===== config.mk =====
export PLATFORM = sky130hd
export DESIGN_NAME = dnc_count
export DESIGN_NICKNAME = d
export VERILOG_FILES = /design/src/sv/depth_neighbour_count_denoise_unit_assert.svh /design/src/sv/dnc_pkg.sv /design/src/sv/dnc_count.sv
export SDC_FILE = /design/constraint.sdc
export NUM_CORES = 2
export LEC_CHECK = 0
export BUFFER_PORTS_ARGS = -buffer_cell sky130_fd_sc_hd__buf_2
export CAP_MARGIN = 20
export CORE_MARGIN = 4
export CORE_UTILIZATION = 40
export DETAILED_ROUTE_END_ITERATION = 10
export PLACE_DENSITY = 0.58
export SYNTH_ARGS = -nofsm -noshare
export SYNTH_HDL_FRONTEND = slang
export SYNTH_SLANG_ARGS = --single-unit

===== constraint.sdc =====
create_clock -name vclk -period 25.9
set_input_delay 3.885 -clock vclk [all_inputs]
set_output_delay 3.885 -clock vclk [all_outputs]
set_load 0.005 [all_outputs]

===== src/sv/depth_neighbour_count_denoise_unit_assert.svh =====
// ----------------------------------------------------------------------------
// Assertion macros for the depth neighbour count denoise unit
// Each macro expects clk and rst in scope of the module that uses it.
// ----------------------------------------------------------------------------
`ifndef DEPTH_NEIGHBOUR_COUNT_DENOISE_UNIT_ASSERT_SVH
`define DEPTH_NEIGHBOUR_COUNT_DENOISE_UNIT_ASSERT_SVH

// cons must hold in the same cycle as ante
`define DNC_ASSERT_SAME(label, ante, cons, msg) \
  label: assert property (@(posedge clk) disable iff (rst) (ante) |-> (cons)) \
    else $error(msg);

// cons must hold in the cycle after ante
`define DNC_ASSERT_NEXT(label, ante, cons, msg) \
  label: assert property (@(posedge clk) disable iff (rst) (ante) |=> (cons)) \
    else $error(msg);

`endif


===== src/sv/dnc_pkg.sv =====
// ----------------------------------------------------------------------------
// dnc_pkg
// Field widths, register indexes, reset values and shared types.
// ----------------------------------------------------------------------------
package dnc_pkg;

  localparam int DEPTH_W    = 16;
  localparam int SIZE_W     = 11;
  localparam int THRESH_W   = 17;
  localparam int MINN_W     = 5;
  localparam int CFG_IDX_W  = 2;
  localparam int CFG_DATA_W = 17;
  localparam int MIN_SIZE   = 3;

  localparam logic [CFG_IDX_W-1:0] REG_IMAGE_WIDTH    = 2'd0;
  localparam logic [CFG_IDX_W-1:0] REG_IMAGE_HEIGHT   = 2'd1;
  localparam logic [CFG_IDX_W-1:0] REG_DIFF_THRESHOLD = 2'd2;
  localparam logic [CFG_IDX_W-1:0] REG_MIN_NEIGHBOURS = 2'd3;

  localparam logic [SIZE_W-1:0]   RST_IMAGE_WIDTH    = 11'd640;
  localparam logic [SIZE_W-1:0]   RST_IMAGE_HEIGHT   = 11'd480;
  localparam logic [THRESH_W-1:0] RST_DIFF_THRESHOLD = 17'd64;
  localparam logic [MINN_W-1:0]   RST_MIN_NEIGHBOURS = 5'd4;

  typedef struct packed {
    logic [THRESH_W-1:0] diff_threshold;
    logic [MINN_W-1:0]   min_neighbours;
  } filter_cfg_t;

endpackage


===== src/sv/dnc_count.sv =====
// ----------------------------------------------------------------------------
// dnc_count
// Counts similar neighbours in the clipped window and decides pass or drop.
// ----------------------------------------------------------------------------
module dnc_count #(
  parameter int WINDOW_RADIUS = 2
) (
  // window[k][j]: column slot k (0 = rightmost), row slot j (0 = bottom)
  input  logic [2*WINDOW_RADIUS:0][2*WINDOW_RADIUS:0][dnc_pkg::DEPTH_W-1:0] window,
  input  logic [2*WINDOW_RADIUS:0] row_valid,
  input  logic [2*WINDOW_RADIUS:0] col_valid,
  input  dnc_pkg::filter_cfg_t     cfg,
  output logic                     pass
);

  localparam int N     = 2 * WINDOW_RADIUS + 1;
  localparam int CNT_W = $clog2(N * N);

  logic [dnc_pkg::DEPTH_W-1:0] centre;
  logic [dnc_pkg::DEPTH_W-1:0] diff [N][N];
  logic [N-1:0][N-1:0]         similar;
  logic [CNT_W-1:0]            count;

  assign centre = window[WINDOW_RADIUS][WINDOW_RADIUS];

  always_comb begin
    for (int k = 0; k < N; k++) begin
      for (int j = 0; j < N; j++) begin
        diff[k][j] = (centre > window[k][j]) ? centre - window[k][j]
                                             : window[k][j] - centre;
        similar[k][j] = col_valid[k] && row_valid[j] &&
                        !(k == WINDOW_RADIUS && j == WINDOW_RADIUS) &&
                        ({1'b0, diff[k][j]} < cfg.diff_threshold);
      end
    end
  end

  always_comb begin
    count = '0;
    for (int k = 0; k < N; k++) begin
      for (int j = 0; j < N; j++) begin
        count = count + CNT_W'(similar[k][j]);
      end
    end
  end

  assign pass = int'(count) >= int'(cfg.min_neighbours);

endmodule


# Yosys cells after proc, flatten, opt, wreduce, memory -nomap -nowiden

Index checks and enable logic that the tools add are counted.

Add/subtract/negate cells: 71
Order comparisons: 49
Multiplexer cells: 24
Reduce and logical (&&, ||, !) cells: 48

Operators by type and width:

| kind                                            | count |
|---|---|
| 16-bit subtractor                               | 48 |
| 16-bit by 17-bit < comparator with 1-bit output | 24 |
| 16-bit greater-than comparator                  | 24 |
| 16-bit 2-to-1 mux                               | 24 |
| 5-bit by 1-bit adder with 5-bit output          | 22 |
| 1-bit logical AND                               | 48 |
| 5-bit >= comparator                             | 1 |
| 1-bit by 1-bit adder with 2-bit output          | 1 |

Word-level logic and storage cells: 192
Flip-flop bits (word level): 0
Output and inout bits: 1
Input bits: 432

# Longest topological paths before layout

Depth in word-level cells: 28
Mapped depth: 40
Gate-level depth less buffers: 39

# Least setup slack after synthesis

Ideal clock, no wire load.

Path type: input-to-output
Start point: input port window[192] in the netlist's numbering
End point: output port pass
Stages: 40
Data required time: 22015 ps
Slack: 9370 ps
Arrival time: 12645 ps
Path buffers: 1
Path through: inv_1 -> ha_1 -> inv_1 -> fa_1 -> a21o_1 -> a211oi_1 -> o21ai_1 -> a311oi_1 -> o21ai_0 -> a21oi_1 -> a21oi_1 -> buf_2 -> mux2_2 -> ha_1 -> a21o_1 -> a21oi_1 -> nor2b_1 -> o21ai_0 -> (+4 left out) -> fa_1 -> ha_1 -> inv_1 -> fa_1 -> fa_1 -> fa_1 -> inv_1 -> fa_1 -> fa_1 -> inv_1 -> fa_1 -> inv_1 -> ha_1 -> a21o_1 -> a21oi_1 -> nor2b_1 -> o21ai_0 -> nand2b_1

Word-level cells in the longest chain between the ends: 28
Elaborated cells between the ends (all ways): 168
Classes of those cells: add/sub: 71; order compare: 49; mux: 24; reduce/logical: 24

Ends and longest elaborated chain:

| element                                              | line            | source |
|---|---|---|
| start: declaration                                   | dnc_count.sv:9  | `input logic [2*WINDOW_RADIUS:0][2*WINDOW_RADIUS:0][dnc_pkg::DEPTH_W-1:0] window,` |
| 16-bit subtractor, or another cell as far along      | dnc_count.sv:30 | `: window[k][j] - centre;` |
| 16-bit 2-to-1 mux                                    | dnc_count.sv:29 | `diff[k][j] = (centre > window[k][j]) ? centre - window[k][j]` |
| 16-bit by 17-bit < comparator with 1-bit output      | dnc_count.sv:33 | `({1'b0, diff[k][j]} < cfg.diff_threshold);` |
| 1-bit logical AND                                    | dnc_count.sv:32 | `!(k == WINDOW_RADIUS && j == WINDOW_RADIUS) &&` |
| 1-bit by 1-bit adder with 2-bit output               | dnc_count.sv:42 | `count = count + CNT_W'(similar[k][j]);` |
| 5-bit by 1-bit adder with 5-bit output (21 in a row) | dnc_count.sv:42 |  |
| 5-bit by 1-bit adder with 5-bit output *             | dnc_count.sv:42 |  |
| 5-bit >= comparator *                                | dnc_count.sv:47 | `assign pass = int'(count) >= int'(cfg.min_neighbours);` |
| end: declaration                                     | dnc_count.sv:13 | `output logic pass` |

Mark *: on every way between the ends. The rest lies on a longest branch, timed or not.

# Final worst setup path

Same ends and word-level chain as after synthesis.

==> impl_metrics.yaml <==
cells_and_area:
  nFlopsAndLatches: 0
  nClkBuffers: 0
  areaGrowthSynthToFinish_pct: 9.06
  fin_util_pct: 44.1
  seqCellArea_sq_um: 0
  nets: 7427
  layout-drive-gt1-share_pct: 10.9
status:
  status: "finished clean"
power_and_ir_drop:
  finalPower_mw: 1.47
  max-vdd-ir-drop_mv: 0.0337
  p_per_area_nw_per_um2: 32.6
  power.leakage_nw: 24.0
critical_path:
  crit_type: "in2out"
  crit_path_top_delay_cell: "a211oi_1"
  cp_common_cell: "fa_1"
  crit_buf_inv: 11
  crit_required_ps: 22010
  setup.worst_path.start_class: "primary input"
  crit_family: "adder cells"
  arrival_ps: 14360
  crit_fanout: 21
  max_stage_delay_ps: 570
  cp-end-kind: "primary output"
sta:
  max_freq_ghz: 0.0548
  rsz0062_at_grt: "false"
  tightest_slew_ps: 1020
  finalSetupViolCount: 0
  hold_viol_final: 0
  finalSetupTns_ps: 0
  final_max_slew_viol_count: 0
  period_share_pct: 70.4
  slew_headroom_pct: 31.6
  layout_min_cycle_time_ps: 18240
die:
  die_w_microns: 329
  die_h_microns: 329
  die-area_sq_um: 109000
  rows: 117
  start_util_pct: 40.5
  ios: 433
  core_sq_um: 102000
detailed_routing:
  routed_via_density: 5.97
  first_pass_iters: 5
  postRouteAntennaNets: 0
  wl_per_cell_microns: 24.2
  drcViolationCount: 0
  drt_iter0_markers: 4333
  vias: 42914
  wirelength_microns: 174000
min_path:
  hold_path_startpoint: "cfg[4]"
  hold_depth: 5
  hold_end: "pass"
  min_path_type: "in2out"
flow_run:
  cap_violations: 0
global_route:
  grt_pass1_wl_microns: 251000
  grt_overflow: 0
  grt_pass1_vias: 39870
  grt_start_max_net_pins: 27
  antenna_found_initial: 21
  track_usage_pct: 30.3
clock_tree:
  holdBufCountCts: 0
  cts.repair.resized: 0
  cts_setup_buffers: 0
synth:
  syn_inst: 5502
  yosys_warnings: 0
  synth_cell_type_count: 78
  synth_fp_nets: 7118
  synth_area_per_cell_sq_um: 7.51
  synth_area_sq_um: 41300
  yosysSeqAreaShare_pct: 0
placement:
  dpl.hpwl_microns: 132000
  place.gp.congestion: 0.939
  portBuffers: 433
## stage by stage
stage / setup WS [ps] / instance area, sq um / hold WS [ps] / std cells
floorplan: 9370 / 41300 / 8030 / 5502
global placement: 7830 / 45000 / 8450 / 7177
detailed placement: 7700 / 45000 / 8450 / 7177
CTS: 7660 / 45000 / 8450 / 7177
global route: 7000 / 45100 / 8480 / 7186
finish: 7660 / 45100 / 8490 / 7190
## logic make-up (layout without fill, tap and decap cells)
logic type,Yosys count,after routing,synth area share [%]
simple gates,1028,1028,12.3
mux,247,247,6.12
buf+inv,810,1117,7.48
xor+xnor,339,339,7.18
other cells,0,13,0
compound gates,1894,1894,29.9
fa+ha+maj,1184,1184,37.0
## power breakdown
part | internal, mW | switching (mW)
combinational | 0.622 | 0.848
clock | 0.0000000675 | 0
sequential | 0 | 0
## routing by layer
layer	part of all wire [%]	routed length, microns	global-route usage (%)	vias up
li1	-	-	-	20552
met1	45	77900	42.4	20193
met2	44	76300	49.0	1872
met3	7.5	13000	2.67	297
met4	4.1	7070	9.83	0
met5	0	0	0	-
## how the worst max path moves through the flow
| stage | start | to | slack, ps | depth (start not counted) |
|---|---|---|---|---|
| 2_1_floorplan | window[192] | pass | 9370 | 40 |
| 3_3_place_gp | window[192] | pass | 7830 | 41 |
| 3_5_place_dp | window[192] | pass | 7700 | 43 |
| 4_1_cts | window[192] | pass | 7660 | 43 |
| 5_1_grt | window[192] | pass | 7000 | 43 |
| 6_report | window[192] | pass | 7660 | 43 |
## placed cells by master, fill, tap and decap left out, drive strengths merged, types with 87 or more instances in the layout
cell type,n
o21ai,286
inv,599
mux2i,201
a21oi,605
ha,1119
nor2,245
a211oi,93
nor2b,87
nand2,242
xor2,138
xnor2,201
buf,516
a21o,341
## final cells by class
type / instances / area (sq um)
multi-input combinational: 4692 / 38300
antenna: 13 / 32.5
timing repair buffer: 516 / 2790
fill: 10714 / 57100
inverter: 601 / 2260
tap: 1368 / 1710
## synthesized netlist by cell type (79+ instances only)
library cell / n / area [sq um]
nor3_1: 85 / 425
o21ai_0: 280 / 1400
nor2b_1: 87 / 544
a211oi_1: 92 / 691
nand3_1: 86 / 430
xor2_1: 138 / 1210
inv_1: 601 / 2260
a21o_1: 341 / 2560
a21oi_1: 605 / 3030
mux2i_1: 201 / 2010
clkbuf_1: 172 / 646
ha_1: 1119 / 14000
xnor2_1: 201 / 1760
nor2_1: 245 / 920
nand2_1: 242 / 908
o21bai_1: 79 / 593
Power figures use the tool's default switching activity.
